<file path="config.mk">
export PLATFORM = sky130hd
export DESIGN_NAME = dqfr_ram
export DESIGN_NICKNAME = d
export VERILOG_FILES = /design/src/design/dqfr_ram.sv
export SDC_FILE = /design/constraint.sdc
export NUM_CORES = 2
export LEC_CHECK = 0
export CAP_MARGIN = 20
export CELL_PAD_IN_SITES_DETAIL_PLACEMENT = 0
export CELL_PAD_IN_SITES_GLOBAL_PLACEMENT = 1
export CORE_AREA = 2 2 384 386
export DETAILED_ROUTE_END_ITERATION = 8
export DIE_AREA = 0 0 386 388
export DONT_BUFFER_PORTS = 1
export HOLD_SLACK_MARGIN = 0.02
export PLACE_DENSITY = 0.76
export SLEW_MARGIN = 10
export SYNTH_ARGS = -nofsm -noshare
export SYNTH_HDL_FRONTEND = slang
export SYNTH_SLANG_ARGS = --single-unit
</file>
<file path="constraint.sdc">
create_clock -name clock -period 3.15 [get_ports clock]
set_input_delay 0.315 -clock clock [delete_from_list [all_inputs] [get_ports clock]]
set_output_delay 0.315 -clock clock [all_outputs]
set_load 0.03 [all_outputs]
</file>
<file path="src/design/dqfr_ram.sv">
// ----------------------------------------------------------------------------
// Generic RAM
// One write port and one read port with registered read data.
// ----------------------------------------------------------------------------
module dqfr_ram #(
   parameter int WIDTH = 8,
   parameter int DEPTH = 256
) (
   input  logic                     clock,
   input  logic                     we,
   input  logic [$clog2(DEPTH)-1:0] waddr,
   input  logic [WIDTH-1:0]         wdata,
   input  logic [$clog2(DEPTH)-1:0] raddr,
   output logic [WIDTH-1:0]         rdata
);

   logic [WIDTH-1:0] mem [DEPTH];
   logic [WIDTH-1:0] rdata_ff;

   always_ff @(posedge clock) begin
      if (we) begin
         mem[waddr] <= wdata;
      end
      rdata_ff <= mem[raddr];
   end

   assign rdata = rdata_ff;

endmodule

</file>
==> flow_metrics.py <==
metrics = {
    "outcome": {
        "outcome": "complete, but fails checks",
        "violations": "hold timing, slew limit, setup timing",
    },
    "clocking": {
        "clkTransAtPathRegs_ns": 0.06,
        "cts_root_buffer": "clkbuf_16",
        "cts.sinks": 2056,
        "cts_tree": "built",
        "clk_latency_ns": 0.82,
        "cts_buffers": 195,
        "htree_levels": 4,
        "cts.path.max_buffers": 3,
        "post_cts_buffers": 0,
    },
    "placement": {
        "io_buffer_count": 0,
        "gp_congestion": 0.824,
        "preCtsSetupSlack_ns": 0.167,
        "dpl.hpwl_um": 106000,
        "place_inst": 5753,
    },
    "final_layout": {
        "num_antenna_cells": 0,
        "final_core_util_pct": 61.8,
        "nets": 4087,
        "multi_input_area_mm2": 0.0165,
        "drive_gt1_share_pct": 25.8,
        "register_area_mm2": 0.0617,
        "fillCellCount": 9858,
        "area_delta_synth_final_pct": 12.8,
        "fin_cells": 6138,
    },
    "sta": {
        "fin_crit_sh_pct": 121,
        "clock_skew_ns": 0.0284,
        "worst_slew_pin_slew_ns": 2.88,
        "drv_slew": 310,
        "period_needed_ns": 3.81,
        "rsz0062_at_grt": "false",
        "hold_viol_final": 1069,
        "setup_viol": 7,
        "fmax_ghz": 0.262,
        "worst_slack_ns": -0.660,
        "hold_slack_ns": -0.379,
        "max-slew-margin-rel_pct": -91.8,
    },
    "global_route": {
        "grt_max_degree": 579,
        "grt_pass1_vias": 39000,
        "antenna_found_initial": 5,
        "overflow": 0,
        "grt_first_pass_wirelength_um": 275000,
        "grtUsageTotal_pct": 25.8,
    },
    "logic_synthesis": {
        "syn_avg_cell_area_um2": 21.3,
        "synth_area_leaders": "edfxtp_1 77%, mux4_2 13%, mux2i_1 1.7%",
        "yosysTopAreaCellShare_pct": 77.3,
        "synth.distinct_cells": 55,
        "synth-seq-area-share_pct": 77.5,
        "synth_ff_type": "edfxtp_1",
        "synth_largest_area_cell": "edfxtp_1",
        "synth_seq_cells": 2056,
        "synth_area_mm2": 0.0796,
        "synth_nets": 3759,
        "synth_enable_flop_cells": 2048,
        "yosysMostFrequentCell": "edfxtp_1",
        "yosys_warnings": 0,
        "netlist_top_cells_count": "2048 x edfxtp_1, 454 x mux4_2, 282 x nor2_1, 134 x mux2i_1, 133 x a22oi_1",
        "async_flop_share_pct": 0,
        "syn_inst": 3733,
    },
    "route": {
        "wl_um": 194000,
        "wire_per_inst_um": 31.6,
        "drc_errors": 0,
        "dr.first_iter.drc_count": 5179,
        "vias": 39500,
        "dr.pass1.iters": 5,
        "ant_nets": 0,
        "viasPerCell": 6.43,
    },
    "critical_path": {
        "cp_common_cell": "nor4_1",
        "path_class": "input port to register",
        "arrival_ns": 4.49,
        "crit_chain": "nand3b_1 -> o22ai_1 -> o21ai_0 -> nand3_1 -> nor4_1 -> buf_4 -> nor4_1",
        "cp.required_ns": 3.83,
        "slowest_stage": "nand3b_1",
        "worst_setup_path_start_kind": "input port",
        "cp_max_fo": 446,
        "end_kind": "register",
        "cpPeakStageDelay_ns": 1.33,
    },
    "die": {
        "die_w_um": 386,
        "die_area_mm2": 0.150,
        "fp.dieH_um": 388,
        "core_mm2": 0.145,
        "io-pin-count": 34,
        "start_util_pct": 54.8,
        "rows": 140,
    },
    "run": {
        "cap_violations": 0,
    },
    "power": {
        "p_leak_nw": 28.2,
        "powerDensity_mw_per_mm2": 613,
        "ir_drop_uv": 618,
        "finalPower_mw": 55.1,
    },
    "min_path": {
        "min_path_type": "input port to register",
    },
}
per-layer routing:
metal	track usage [%]	vias to the layer above	wire length [um]
met3	6.68	283	20900
met5	0	-	0
met4	7.18	0	5230
met2	39.3	2098	92600
li1	-	16400	-
met1	37.3	20700	75400
worst max-delay path, delay by kind of cell:
| family | cells | cell delay (ns) |
|---|---|---|
| AOI/OAI and AO/OA | 2 | 0.54 |
| buffers and inverters | 1 | 0.20 |
| and+or+nand+nor | 4 | 2.19 |
metrics by stage:
stage	TNS (ns)	instance area, um^2
finish	-3.48	89800
global route	0	89800
CTS	0	89400
detailed placement	0	83100
global placement	0	83100
floorplan	0	79600
path summary, 6_finish.rpt:
| kind | cells past startpoint | to | slack (ns) | start |
|---|---|---|---|---|
| max | 7 | rdata[7] | -0.66 | raddr[1] |
| min | 0 | mem[243][1] | -0.38 | wdata[1] |
| max reg2reg | 8 | rdata[3] | 0.12 | mem[42][3] |
| min reg2reg | 6 | rdata[5] | 0.98 | mem[32][5] |
area by class of cell:
class,count,area share (%)
tap,1917,2.67
multi-input combinational,1442,18.4
sequential,2056,68.7
clock buffer,254,5.81
clock inverter,103,1.01
timing repair buffer,364,3.41
inverter,2,0.00836
cells by family after synthesis:
| kind of cell | Yosys count | synth area share [%] |
|---|---|---|
| flip-flops | 2056 | 77.5 |
| multiplexers | 591 | 14.6 |
| AND/OR/NAND/NOR | 466 | 2.63 |
| AO/OA/AOI/OAI | 385 | 3.42 |
| buffers and inverters | 235 | 1.83 |
report_power, final:
part	internal [mW]	switching, mW	leakage (nW)	total, mW
logic	0.971	1.18	6.80	2.16
clock network	12.7	9.90	2.97	22.6
registers	30.2	0.114	18.5	30.3
state kept, by name (all words and copies together) (netlist names):
register	count
mem	2048
rdata	8
cells in the final DEF, fill, tap and decap left out, types with 29 or more instances in the layout:
| cell | count |
|---|---|
| a21oi_1 | 96 |
| a22oi_1 | 133 |
| buf_4 | 333 |
| clkbuf_1 | 53 |
| clkbuf_16 | 205 |
| clkinv_1 | 47 |
| edfxtp_1 | 2048 |
| mux2i_1 | 134 |
| mux4_2 | 454 |
| nand2_1 | 33 |
| nand3_1 | 29 |
| nor2_1 | 279 |
| o221ai_1 | 46 |
timing repair:
item | 4_1_cts | 5_1_grt
setup endpoints to repair | 0 | 8
resized for setup | 0 | 1
hold buffers | 11 | 7
hold endpoints to repair | 2098 | 1860
No activity file was read; power rests on OpenSTA's default activity.
