==> config.mk <==
export PLATFORM = sky130hd
export DESIGN_NAME = dqfr_queue
export DESIGN_NICKNAME = d
export VERILOG_FILES = /design/src/design/dqfr_pkg.sv /design/src/design/dqfr_queue.sv
export SDC_FILE = /design/constraint.sdc
export NUM_CORES = 1
export LEC_CHECK = 0
export ABC_AREA = 1
export BUFFER_PORTS_ARGS = -buffer_cell sky130_fd_sc_hd__buf_2
export CAP_MARGIN = 20
export CORE_AREA = 4 4 52 54
export CTS_CLUSTER_SIZE = 24
export DETAILED_ROUTE_END_ITERATION = 16
export DIE_AREA = 0 0 56 58
export GPL_TIMING_DRIVEN = 0
export PLACE_DENSITY = 0.73
export SYNTH_ARGS = -nofsm -noshare
export SYNTH_HDL_FRONTEND = slang
export SYNTH_SLANG_ARGS = --single-unit
export TNS_END_PERCENT = 100
==> constraint.sdc <==
create_clock -name clock -period 1.9 [get_ports clock]
set_input_delay 0.19 -clock clock [delete_from_list [all_inputs] [get_ports clock]]
set_output_delay 0.19 -clock clock [all_outputs]
set_load 0.01 [all_outputs]
==> src/design/dqfr_pkg.sv <==
// ----------------------------------------------------------------------------
// DNS query filter responder package
// Shared sizes, codes, request descriptor and byte tables.
// ----------------------------------------------------------------------------
package dqfr_pkg;

   localparam int PACKET_BYTES  = 512;
   localparam int DOMAIN_SLOTS  = 16;
   localparam int NAME_BYTES    = 256;
   localparam int POINTER_DEPTH = 10;

   localparam int PKT_AW   = $clog2(PACKET_BYTES);
   localparam int FILL_W   = $clog2(PACKET_BYTES + 1);
   localparam int NAME_AW  = $clog2(NAME_BYTES);
   localparam int LEN_W    = NAME_AW + 1;
   localparam int SLOT_W   = $clog2(DOMAIN_SLOTS + 1);
   localparam int SLOT_AW  = (DOMAIN_SLOTS > 1) ? $clog2(DOMAIN_SLOTS) : 1;
   localparam int DOM_AW   = SLOT_AW + NAME_AW;
   localparam int DOM_DEPTH = (1 << SLOT_AW) * (1 << NAME_AW);
   localparam int DEPTH_W  = $clog2(POINTER_DEPTH + 1);
   localparam int POS_W    = 14;
   localparam int HDR_BYTES = 12;
   localparam int RESP_FIXED = 33;
   localparam int TAIL_LAST = 20;

   localparam logic [1:0] ACT_CLEAR  = 2'd0;
   localparam logic [1:0] ACT_DOMAIN = 2'd1;
   localparam logic [1:0] ACT_PACKET = 2'd2;

   localparam logic [1:0] ST_OK        = 2'd0;
   localparam logic [1:0] ST_NOMATCH   = 2'd1;
   localparam logic [1:0] ST_MALFORMED = 2'd2;
   localparam logic [1:0] ST_OVERSIZED = 2'd3;

   localparam logic [7:0] PTR_MARK  = 8'hC0;
   localparam logic [7:0] LABEL_MAX = 8'h3F;
   localparam logic [7:0] DOT       = 8'h2E;

   typedef struct packed {
      logic              over;
      logic [FILL_W-1:0] fill;
   } job_type;

   function automatic logic [7:0] fold(input logic [7:0] c);
      return (c >= 8'h41 && c <= 8'h5A) ? c + 8'h20 : c;
   endfunction

   // Header bytes after the ID: flags 0x8180, qdcount 1, ancount 1, rest zero.
   function automatic logic [7:0] hdr_byte(input logic [3:0] k);
      logic [7:0] b;
      case (k)
         4'd0: b = 8'h81;
         4'd1: b = 8'h80;
         4'd3: b = 8'h01;
         4'd5: b = 8'h01;
         default: b = 8'h00;
      endcase
      return b;
   endfunction

   // Name terminator, QTYPE/QCLASS, answer record and its address.
   function automatic logic [7:0] tail_byte(input logic [4:0] k, input logic [31:0] addr);
      logic [7:0] b;
      case (k)
         5'd2:  b = 8'h01;
         5'd4:  b = 8'h01;
         5'd5:  b = 8'hC0;
         5'd6:  b = 8'h0C;
         5'd8:  b = 8'h01;
         5'd10: b = 8'h01;
         5'd14: b = 8'd60;
         5'd16: b = 8'h04;
         5'd17: b = addr[31:24];
         5'd18: b = addr[23:16];
         5'd19: b = addr[15:8];
         5'd20: b = addr[7:0];
         default: b = 8'h00;
      endcase
      return b;
   endfunction

endpackage

==> src/design/dqfr_queue.sv <==
// ----------------------------------------------------------------------------
// DNS filter packet queue
// Two-entry queue of finished packet descriptors between front and back.
// ----------------------------------------------------------------------------
module dqfr_queue (
   input  logic              clock,
   input  logic              reset,
   input  logic              push,
   input  dqfr_pkg::job_type push_job,
   input  logic              pop,
   output dqfr_pkg::job_type head,
   output logic              empty
);
   import dqfr_pkg::*;

   job_type    ent_ff [2];
   logic       rd_ff, wr_ff;
   logic [1:0] cnt_ff;
   logic       full;

   assign empty = cnt_ff == 2'd0;
   assign full  = cnt_ff == 2'd2;
   assign head  = ent_ff[rd_ff];

   always_ff @(posedge clock) begin
      if (push && !full) begin
         ent_ff[wr_ff] <= push_job;
      end
   end

   always_ff @(posedge clock) begin
      if (reset) begin
         rd_ff  <= 1'b0;
         wr_ff  <= 1'b0;
         cnt_ff <= 2'd0;
      end else begin
         if (push && !full) begin
            wr_ff <= ~wr_ff;
         end
         if (pop && !empty) begin
            rd_ff <= ~rd_ff;
         end
         cnt_ff <= cnt_ff + 2'((push && !full) ? 1 : 0) - 2'((pop && !empty) ? 1 : 0);
      end
   end

   a_no_overflow: assert property (@(posedge clock) disable iff (reset)
      push |-> !full)
      else $error("packet queue overflow");

endmodule

==> flow_metrics.py <==
metrics = {
    "status": {
        "status": "complete, no violations",
    },
    "clock_network": {
        "cts_max_path_buffers": 2,
        "cts_num_sinks": 27,
        "post_cts_buffers": 0,
        "post_cts_resize_count": 0,
        "cts_tree": "built",
        "clk_latency_ps": 310,
        "clk_pin_slew_ps": 130,
        "ctsRootBufferMaster": "clkbuf_4",
        "cts_buffers": 3,
        "htreeDepth": 1,
        "postCtsHoldBufs": 0,
    },
    "critical_path": {
        "critPathLaunchType": "register",
        "reg2reg_depth": 4,
        "cpMostUsedCell": "nand2_1",
        "cp_max_fo": 11,
        "cp_slowest_cell": "nor2_1",
        "cpPeakStageDelay_ps": 700,
        "cp_cell_sequence": "inv_1, nand2_1, nand2_1, nor2_1",
        "required_ps": 1850,
        "r2r-start": "cnt_ff[0]",
        "cp_data_arrival_time_ps": 1620,
        "reg2reg_to": "ent_ff[0][5]",
        "worstSetupEndpointType": "register",
        "crit_type": "register to register",
        "rrSetupSlack_ps": 230,
    },
    "drt": {
        "wl_met1_um": 587,
        "drc": 0,
        "wl_met2_um": 787,
        "routedWlPerCell_um": 11.72,
        "highest_layer": "met4",
        "drt-initial-drc-count": 8,
        "routed-wl-met3_um": 137,
        "postRouteWirelength_mm": 1.523,
        "via_count": 593,
        "viasPerCell": 4.562,
        "drtPass1Iterations": 4,
        "drtAntennaViolNets": 0,
    },
    "worst_hold_path": {
        "min_to": "cnt_ff[0]",
        "holdPathStages": 2,
        "hold_class": "input port to register",
        "min_from": "reset",
    },
    "sta": {
        "fin_crit_ps": 1674,
        "slew_headroom_pct": 39.18,
        "drv_slew": 0,
        "worstMarginPinSlew_ps": 908.9,
        "period_share_pct": 88.11,
        "rsz0062_at_grt": "false",
        "hold_violations": 0,
        "final.setup.tns_ps": 0,
        "setup_violations": 0,
        "fin_skew_ps": 4.255,
        "max_freq_mhz": 597.3,
    },
    "synthesis": {
        "yosys.area_share.simple_pct": 7.292,
        "seq_area_frac_synth_pct": 70.37,
        "syn_area_sq_um": 1081,
        "synth.mux.area_fraction_pct": 14.93,
        "synth_xor_area_share_pct": 0,
        "synthesis.nets": 89,
        "syn_area_per_cell_sq_um": 15.01,
        "synth_fa_ha_area_share_pct": 2.315,
        "synth_top_family_by_area": "multiplexers",
        "synth_warnings": 0,
        "synth_compound_area_share_pct": 0.9259,
        "yosys.cell_types.count": 11,
        "synth_seq_cells": 27,
        "syn_inst": 72,
    },
    "flow_run": {
        "cap_violations": 0,
    },
    "power_and_ir_drop": {
        "cell_internal_pwr_mw": 1.090,
        "p_per_area_nw_per_um2": 1219,
        "pwr-share-seq_pct": 51.5,
        "p_sw_uw": 462.6,
        "power.leakage_nw": 0.5508,
        "netSwitchingFraction_pct": 29.80,
        "power_frac_clock_pct": 14.8,
        "vdd_drop_max_uv": 658.9,
        "p_comb_share_pct": 33.7,
    },
    "grt": {
        "grt.overflow.total": 0,
        "grt_max_degree": 16,
        "antenna_found_initial": 0,
        "track_usage_pct": 10.59,
        "grt_pass1_wl_mm": 2.622,
        "grt_pass1_vias": 629,
    },
    "layout": {
        "nNetsFinal": 120,
        "final_util_pct": 57.58,
        "drive_gt1_share_pct": 41.18,
        "syn2layout_area_growth_pct": 17.82,
        "antenna-diode-count": 0,
    },
    "floorplanning": {
        "die_h_um": 58,
        "start_util_pct": 48.87,
        "dieWidth_um": 56,
        "rows": 17,
        "die-area_sq_um": 3248,
        "core_area_sq_um": 2212,
        "ioPinCount": 27,
    },
    "placed_design": {
        "hpwlAfterDp_mm": 1.196,
        "gp_congestion": 0.6548,
        "io_buffers": 26,
    },
}
-- cell usage after synthesis (all sizes together) --
master / count / area [sq um]
edfxtp: 22 / 660.6
buf: 1 / 11.26
a21oi: 2 / 10.01
nor2: 9 / 33.78
mux2: 11 / 161.4
nand2: 8 / 30.03
ha: 2 / 25.02
nand3: 3 / 15.01
dfxtp: 5 / 100.1
inv: 9 / 33.78
-- registers in the layout (all words and copies together), names as in the netlist, named ones only --
signal,cells
ent_ff,22
cnt_ff,2
rd_ff,1
wr_ff,1
-- cell type report --
cell class / instances / area (sq um)
timing repair buffer: 26 / 130.1
clock inverter: 1 / 5.005
tap: 28 / 35.03
fill: 185 / 938.4
inverter: 9 / 33.78
multi-input combinational: 35 / 275.3
clock buffer: 3 / 22.52
buffer: 1 / 11.26
sequential: 27 / 760.7
-- placed cells by master, fill, tap and decap left out, drive strengths merged --
cell	netlist	layout
dfxtp	5	5
nor2	9	9
clkinv	0	1
clkbuf	0	3
inv	9	9
nand3	3	3
nand2	8	8
mux2	11	11
buf	1	27
edfxtp	22	22
a21oi	2	2
ha	2	2
-- worst max-delay path: cells and delay by family, from the launching register on --
family / cells / cell delay [ps]
DFF: 1 / 380
buffers and inverters: 1 / 60
and+or+nand+nor: 3 / 880
-- how the worst max path moves through the flow --
stage	start	cells after the start	endpoint	slack, ps
6_report	cnt_ff[0]	4	ent_ff[0][5]	230
5_1_grt	cnt_ff[0]	4	ent_ff[0][5]	60
4_1_cts	cnt_ff[0]	4	ent_ff[0][9]	180
3_5_place_dp	cnt_ff[0]	4	ent_ff[0][6]	190
3_3_place_gp	cnt_ff[0]	4	ent_ff[0][9]	230
2_1_floorplan	cnt_ff[1]	9	cnt_ff[1]	430
-- routing by layer --
layer,vias up,GRT usage [%]
met1,263,11.00
met2,20,19.20
met3,2,4.009
met4,0,4.407
li1,308,-
met5,-,0
-- power by group through the flow --
stage               clock, mW  combinational (mW)  sequential [mW]
floorplan                   0               0.381            0.803
global placement            0               0.513            0.808
detailed placement          0               0.535            0.814
CTS                     0.241               0.536            0.801
global route            0.272               0.595            0.810
finish                  0.230               0.523            0.800
-- stage by stage --
step	power (mW)	hold slack (ps)	instances	worst slack [ps]	instance area [sq um]
6_report	1.552	25.52	130	225.9	1274
3_3_place_gp	1.321	361.5	126	227.4	1246
4_1_cts	1.577	19.90	130	178.9	1274
5_1_grt	1.677	12.78	130	60.72	1274
2_1_floorplan	1.184	261.2	72	434.0	1081
3_5_place_dp	1.350	366.0	126	194.0	1246
-- cells by family after synthesis --
family                   after synthesis
AO/OA/AOI/OAI                          2
adder cells (fa/ha/maj)                2
AND/OR/NAND/NOR                       20
buffers and inverters                 10
flip-flops                            27
multiplexers                          11
No activity file was read; power rests on OpenSTA's default activity.
