<file path="src/design/dqfr_pkg.sv">
// ----------------------------------------------------------------------------
// DNS query filter responder package
// Shared sizes, codes, request descriptor and byte tables.
// ----------------------------------------------------------------------------
package dqfr_pkg;

   localparam int PACKET_BYTES  = 512;
   localparam int DOMAIN_SLOTS  = 16;
   localparam int NAME_BYTES    = 256;
   localparam int POINTER_DEPTH = 10;

   localparam int PKT_AW   = $clog2(PACKET_BYTES);
   localparam int FILL_W   = $clog2(PACKET_BYTES + 1);
   localparam int NAME_AW  = $clog2(NAME_BYTES);
   localparam int LEN_W    = NAME_AW + 1;
   localparam int SLOT_W   = $clog2(DOMAIN_SLOTS + 1);
   localparam int SLOT_AW  = (DOMAIN_SLOTS > 1) ? $clog2(DOMAIN_SLOTS) : 1;
   localparam int DOM_AW   = SLOT_AW + NAME_AW;
   localparam int DOM_DEPTH = (1 << SLOT_AW) * (1 << NAME_AW);
   localparam int DEPTH_W  = $clog2(POINTER_DEPTH + 1);
   localparam int POS_W    = 14;
   localparam int HDR_BYTES = 12;
   localparam int RESP_FIXED = 33;
   localparam int TAIL_LAST = 20;

   localparam logic [1:0] ACT_CLEAR  = 2'd0;
   localparam logic [1:0] ACT_DOMAIN = 2'd1;
   localparam logic [1:0] ACT_PACKET = 2'd2;

   localparam logic [1:0] ST_OK        = 2'd0;
   localparam logic [1:0] ST_NOMATCH   = 2'd1;
   localparam logic [1:0] ST_MALFORMED = 2'd2;
   localparam logic [1:0] ST_OVERSIZED = 2'd3;

   localparam logic [7:0] PTR_MARK  = 8'hC0;
   localparam logic [7:0] LABEL_MAX = 8'h3F;
   localparam logic [7:0] DOT       = 8'h2E;

   typedef struct packed {
      logic              over;
      logic [FILL_W-1:0] fill;
   } job_type;

   function automatic logic [7:0] fold(input logic [7:0] c);
      return (c >= 8'h41 && c <= 8'h5A) ? c + 8'h20 : c;
   endfunction

   // Header bytes after the ID: flags 0x8180, qdcount 1, ancount 1, rest zero.
   function automatic logic [7:0] hdr_byte(input logic [3:0] k);
      logic [7:0] b;
      case (k)
         4'd0: b = 8'h81;
         4'd1: b = 8'h80;
         4'd3: b = 8'h01;
         4'd5: b = 8'h01;
         default: b = 8'h00;
      endcase
      return b;
   endfunction

   // Name terminator, QTYPE/QCLASS, answer record and its address.
   function automatic logic [7:0] tail_byte(input logic [4:0] k, input logic [31:0] addr);
      logic [7:0] b;
      case (k)
         5'd2:  b = 8'h01;
         5'd4:  b = 8'h01;
         5'd5:  b = 8'hC0;
         5'd6:  b = 8'h0C;
         5'd8:  b = 8'h01;
         5'd10: b = 8'h01;
         5'd14: b = 8'd60;
         5'd16: b = 8'h04;
         5'd17: b = addr[31:24];
         5'd18: b = addr[23:16];
         5'd19: b = addr[15:8];
         5'd20: b = addr[7:0];
         default: b = 8'h00;
      endcase
      return b;
   endfunction

endpackage

</file>
<file path="src/design/dqfr_front.sv">
// ----------------------------------------------------------------------------
// DNS filter front end
// Writes packet and domain bytes and hands finished packets to the queue.
// ----------------------------------------------------------------------------
module dqfr_front (
   input  logic                          clock,
   input  logic                          reset,
   input  logic                          accept,
   input  logic [1:0]                    req_action,
   input  logic                          req_end_mark,
   output logic                          pkt_we,
   output logic [dqfr_pkg::PKT_AW-1:0]   pkt_waddr,
   output logic                          dom_we,
   output logic [dqfr_pkg::DOM_AW-1:0]   dom_waddr,
   output logic                          push,
   output dqfr_pkg::job_type             job,
   input  logic [dqfr_pkg::SLOT_AW-1:0]  len_idx,
   output logic [dqfr_pkg::LEN_W-1:0]    len_out,
   output logic [dqfr_pkg::SLOT_W-1:0]   count
);
   import dqfr_pkg::*;

   logic [FILL_W-1:0] fill_ff, fill_in;
   logic              over_ff, over_in;
   logic [SLOT_W-1:0] count_ff, count_in;
   logic [LEN_W-1:0]  cur_len_ff, cur_len_in;
   logic [LEN_W-1:0]  lengths_ff [DOMAIN_SLOTS];
   logic              is_pkt, is_dom, is_clr, room, slot_free;

   assign is_pkt    = accept && req_action == ACT_PACKET;
   assign is_dom    = accept && req_action == ACT_DOMAIN;
   assign is_clr    = accept && req_action == ACT_CLEAR;
   assign room      = fill_ff < FILL_W'(PACKET_BYTES);
   assign slot_free = count_ff < SLOT_W'(DOMAIN_SLOTS);

   assign pkt_we    = is_pkt && room;
   assign pkt_waddr = fill_ff[PKT_AW-1:0];
   assign dom_we    = is_dom && slot_free && cur_len_ff < LEN_W'(NAME_BYTES - 1);
   assign dom_waddr = {count_ff[SLOT_AW-1:0], cur_len_ff[NAME_AW-1:0]};

   assign push      = is_pkt && req_end_mark;
   assign job.fill  = room ? fill_ff + FILL_W'(1) : fill_ff;
   assign job.over  = over_ff || !room;

   assign len_out = (32'(len_idx) < DOMAIN_SLOTS) ? lengths_ff[len_idx] : '0;
   assign count   = count_ff;

   always_comb begin
      fill_in    = fill_ff;
      over_in    = over_ff;
      count_in   = count_ff;
      cur_len_in = cur_len_ff;
      if (is_pkt) begin
         if (req_end_mark) begin
            fill_in = '0;
            over_in = 1'b0;
         end else if (room) begin
            fill_in = fill_ff + FILL_W'(1);
         end else begin
            over_in = 1'b1;
         end
      end
      if (is_clr) begin
         count_in   = '0;
         cur_len_in = '0;
      end
      if (is_dom && slot_free) begin
         if (dom_we) begin
            cur_len_in = cur_len_ff + LEN_W'(1);
         end
         if (req_end_mark) begin
            count_in   = count_ff + SLOT_W'(1);
            cur_len_in = '0;
         end
      end
   end

   always_ff @(posedge clock) begin
      if (reset) begin
         fill_ff    <= '0;
         over_ff    <= 1'b0;
         count_ff   <= '0;
         cur_len_ff <= '0;
         for (int i = 0; i < DOMAIN_SLOTS; i++) begin
            lengths_ff[i] <= '0;
         end
      end else begin
         fill_ff    <= fill_in;
         over_ff    <= over_in;
         count_ff   <= count_in;
         cur_len_ff <= cur_len_in;
         if (is_clr) begin
            for (int i = 0; i < DOMAIN_SLOTS; i++) begin
               lengths_ff[i] <= '0;
            end
         end else if (dom_we) begin
            lengths_ff[count_ff[SLOT_AW-1:0]] <= cur_len_ff + LEN_W'(1);
         end
      end
   end

endmodule

</file>
<file path="config.mk">
export PLATFORM = sky130hd
export DESIGN_NAME = dqfr_front
export DESIGN_NICKNAME = d
export VERILOG_FILES = /design/src/design/dqfr_pkg.sv /design/src/design/dqfr_front.sv
export SDC_FILE = /design/constraint.sdc
export NUM_CORES = 1
export LEC_CHECK = 0
export ABC_AREA = 1
export ABC_CLOCK_PERIOD_IN_PS = 2500
export BUFFER_PORTS_ARGS = -buffer_cell sky130_fd_sc_hd__buf_2
export CAP_MARGIN = 20
export CORE_MARGIN = 2
export CORE_UTILIZATION = 48
export DETAILED_ROUTE_END_ITERATION = 6
export GPL_TIMING_DRIVEN = 0
export PLACE_DENSITY = 0.76
export SYNTH_ARGS = -nofsm -noshare
export SYNTH_HDL_FRONTEND = slang
export SYNTH_SLANG_ARGS = --single-unit
</file>
<file path="constraint.sdc">
create_clock -name clock -period 2.5 [get_ports clock]
set_input_delay 0.125 -clock clock [delete_from_list [all_inputs] [get_ports clock]]
set_output_delay 0.125 -clock clock [all_outputs]
set_load 0.005 [all_outputs]
</file>
==> impl_metrics.yaml <==
yosys:
  synth_top_cell_by_area: "edfxtp_1"
  yosys-top-cells-area: "edfxtp_1 (52%), nor2_1 (7.7%), dfxtp_1 (6.0%)"
  syn_area_um2: 8350
  ys_warn_count: 0
  synth_ff_type: "edfxtp_1"
  synthTopCellsByCount: "nor2_1 (172), edfxtp_1 (144), nand2_1 (131)"
  yosysUniqueCellTypes: 34
  seq_area_frac_synth_pct: 57.8
  yosys_register_bits: 169
  synth_edf_count: 144
  syn_avg_cell_area_um2: 9.15
  synthArstFlopShare_pct: 0
  synth_cells: 913
  synth_nets: 929
  yosysMostFrequentCell: "nor2_1"
  netlist.area_leader.share_pct: 51.8
power_and_ir_drop:
  p_sw_share_pct: 23.5
  seqPwrFrac_pct: 50.4
  ir_drop_mv: 0.527
  leakagePower_nw: 3.91
  power_density_nw_per_um2: 669
  combPwrFrac_pct: 8.2
  clockPowerShare_pct: 41.3
  power_mw: 6.36
  internal-power_mw: 4.87
  p_sw_mw: 1.50
global_route:
  antenna_found_initial: 0
  grt_max_degree: 17
  overflow: 0
  grtUsageTotal_pct: 24.6
  grt_pass1_vias: 6217
  grt_pass1_wl_mm: 33.5
worst_setup_path:
  critPathMaxFanout: 10
  arrival_ns: 2.49
  crit_path_top_delay_cell: "xor2_2"
  cp_top_family: "XOR/XNOR gates"
  critPathRequiredTime_ns: 2.67
  max_stage_delay_ns: 0.53
  cpMostUsedCell: "nand2_1"
  crit_path_cell_trace: "ha_1 -> nand2_1 -> nor2_2 -> nand2_1 -> xor2_2 -> buf_2 -> nor2_1"
  startpoint_type: "flip-flop"
  worstSetupPathType: "reg2reg"
  path_buf_inv: 1
  worstSetupEndpointType: "flip-flop"
  r2r_slack_ns: 0.18
drt:
  post_drt_wl_per_cell_um: 17.8
  drc: 0
  ant_nets: 0
  vias: 6652
  drt-pass1-iter-count: 5
  wl_mm: 21.9
  drt-initial-drc-count: 776
  vias_per_cell: 5.42
cts:
  cts_resized: 0
  cts_root_buffer: "clkbuf_16"
  tritoncts: "built"
  clkTransAtPathRegs_ns: 0.06
  cts.path.max_buffers: 2
  clock_sinks: 169
  htreeDepth: 4
  numCtsBuffers: 17
  clock_latency_ns: 0.43
floorplan:
  num_rows: 48
  die_w_um: 136
  die_h_um: 136
  die-area_um2: 18500
  pin_count: 59
  start_util_pct: 48.6
  core_um2: 17200
layout:
  n_fill_cell: 1514
  final_core_util_pct: 55.4
  multiInputGateArea_um2: 2710
  syn_to_final_growth_pct: 14.0
  diodes: 0
  nets: 1005
  final-seq-area_um2: 4820
  drive_above_1_share_pct: 15.3
timing:
  drv_slew: 0
  tightest_slew_ns: 0.899
  rsz0062_at_grt: "no"
  period_needed_ns: 2.32
  setup_viol: 0
  max_freq_mhz: 432
  final.setup.tns_ns: 0
  finalClockSkew_ns: 0.00596
  relSlewSlack_pct: 39.6
  hold_viol: 0
  period_share_pct: 92.7
job:
  drv_cap: 0
outcome:
  status: "completed"
placement:
  dp_hpwl_mm: 15.2
  io_buffers: 54
  gp_congestion: 0.942
min_path:
  hold_path.class: "in2reg"
-- worst min-delay path: cells and delay by family --
kind / cells / cell delay, ns
AND/OR/NAND/NOR: 2 / 0.23
buffers and inverters: 1 / 0.11
AO/OA/AOI/OAI: 1 / 0.05
-- per-layer routing --
| layer | wire [µm] | track usage [%] | vias up |
|---|---|---|---|
| met5 | 0 | 0 | - |
| met4 | 684 | 10.4 | 0 |
| met3 | 2490 | 6.04 | 55 |
| met2 | 9900 | 37.8 | 365 |
| met1 | 8800 | 33.6 | 3084 |
| li1 | - | - | 3148 |
-- per-stage QoR --
step / cells / cell area [µm²] / hold slack (ns) / setup slack, ns
floorplan: 913 / 8350 / 0.236 / 0.741
global placement: 1192 / 8900 / 0.355 / 0.287
detailed placement: 1192 / 8900 / 0.361 / 0.234
CTS: 1227 / 9520 / 0.114 / 0.227
global route: 1227 / 9520 / 0.141 / 0.0723
finish: 1227 / 9520 / 0.126 / 0.183
-- area by class of cell --
type,count,area share [%]
multi-input combinational,559,28.5
buffer,66,3.80
inverter,119,4.75
tap,225,2.96
clock buffer,17,4.47
clock inverter,15,1.67
timing repair buffer,57,3.16
sequential,169,50.7
-- final timing paths --
path | to | depth (start not counted) | from
min reg2reg | cur_len_ff[7]$_SDFF_PP0_ | 2 | cur_len_ff[7]$_SDFF_PP0_
max | lengths_ff[9][8]$_SDFFCE_PN0P_ | 7 | cur_len_ff[1]$_SDFF_PP0_
max reg2reg | lengths_ff[9][8]$_SDFFCE_PN0P_ | 7 | cur_len_ff[1]$_SDFF_PP0_
min | fill_ff[0]$_SDFFE_PP0P_ | 4 | req_end_mark
-- power groups by stage --
stage | Combinational (mW) | Clock, mW | Sequential (mW)
after floorplan | 0.322 | 0 | 3.26
after CTS | 0.516 | 2.63 | 3.21
final | 0.525 | 2.63 | 3.21
after global placement | 0.503 | 0 | 3.26
after detailed placement | 0.511 | 0 | 3.27
after global routing | 0.570 | 2.73 | 3.22
-- sequential cells by signal, indices dropped and copies added, names as in the netlist --
name	flops
over_ff	1
cur_len_ff	9
lengths_ff	144
fill_ff	10
count	5
-- cell families after synthesis --
group / Yosys count / share of synthesized area, %
AND/OR/NAND/NOR: 409 / 21.3
flip-flops: 169 / 57.8
buffers and inverters: 185 / 9.74
AO/OA/AOI/OAI: 138 / 9.44
XOR/XNOR: 6 / 0.809
adder cells (fa/ha/maj): 6 / 0.899
-- cell usage in the layout, fill, tap and decap left out, types with 6 or more instances in the layout --
cell       instances
nor2_1           172
edfxtp_1         144
nand2_1          131
inv_1            115
nand3_1           73
buf_2             70
a21oi_1           50
o21ai_0           48
o211ai_1          36
clkbuf_1          25
dfxtp_1           25
buf_4             22
clkbuf_16         17
nand2_2           14
clkinv_2           8
ha_1               6
-- repair_timing --
item / 4_1_cts / 5_1_grt
hold buffers: 3 / 0
setup buffers: 0 / 0
endpoints found under the hold margin: 2 / 0
Note: power is estimated with default switching activity, not from simulation.
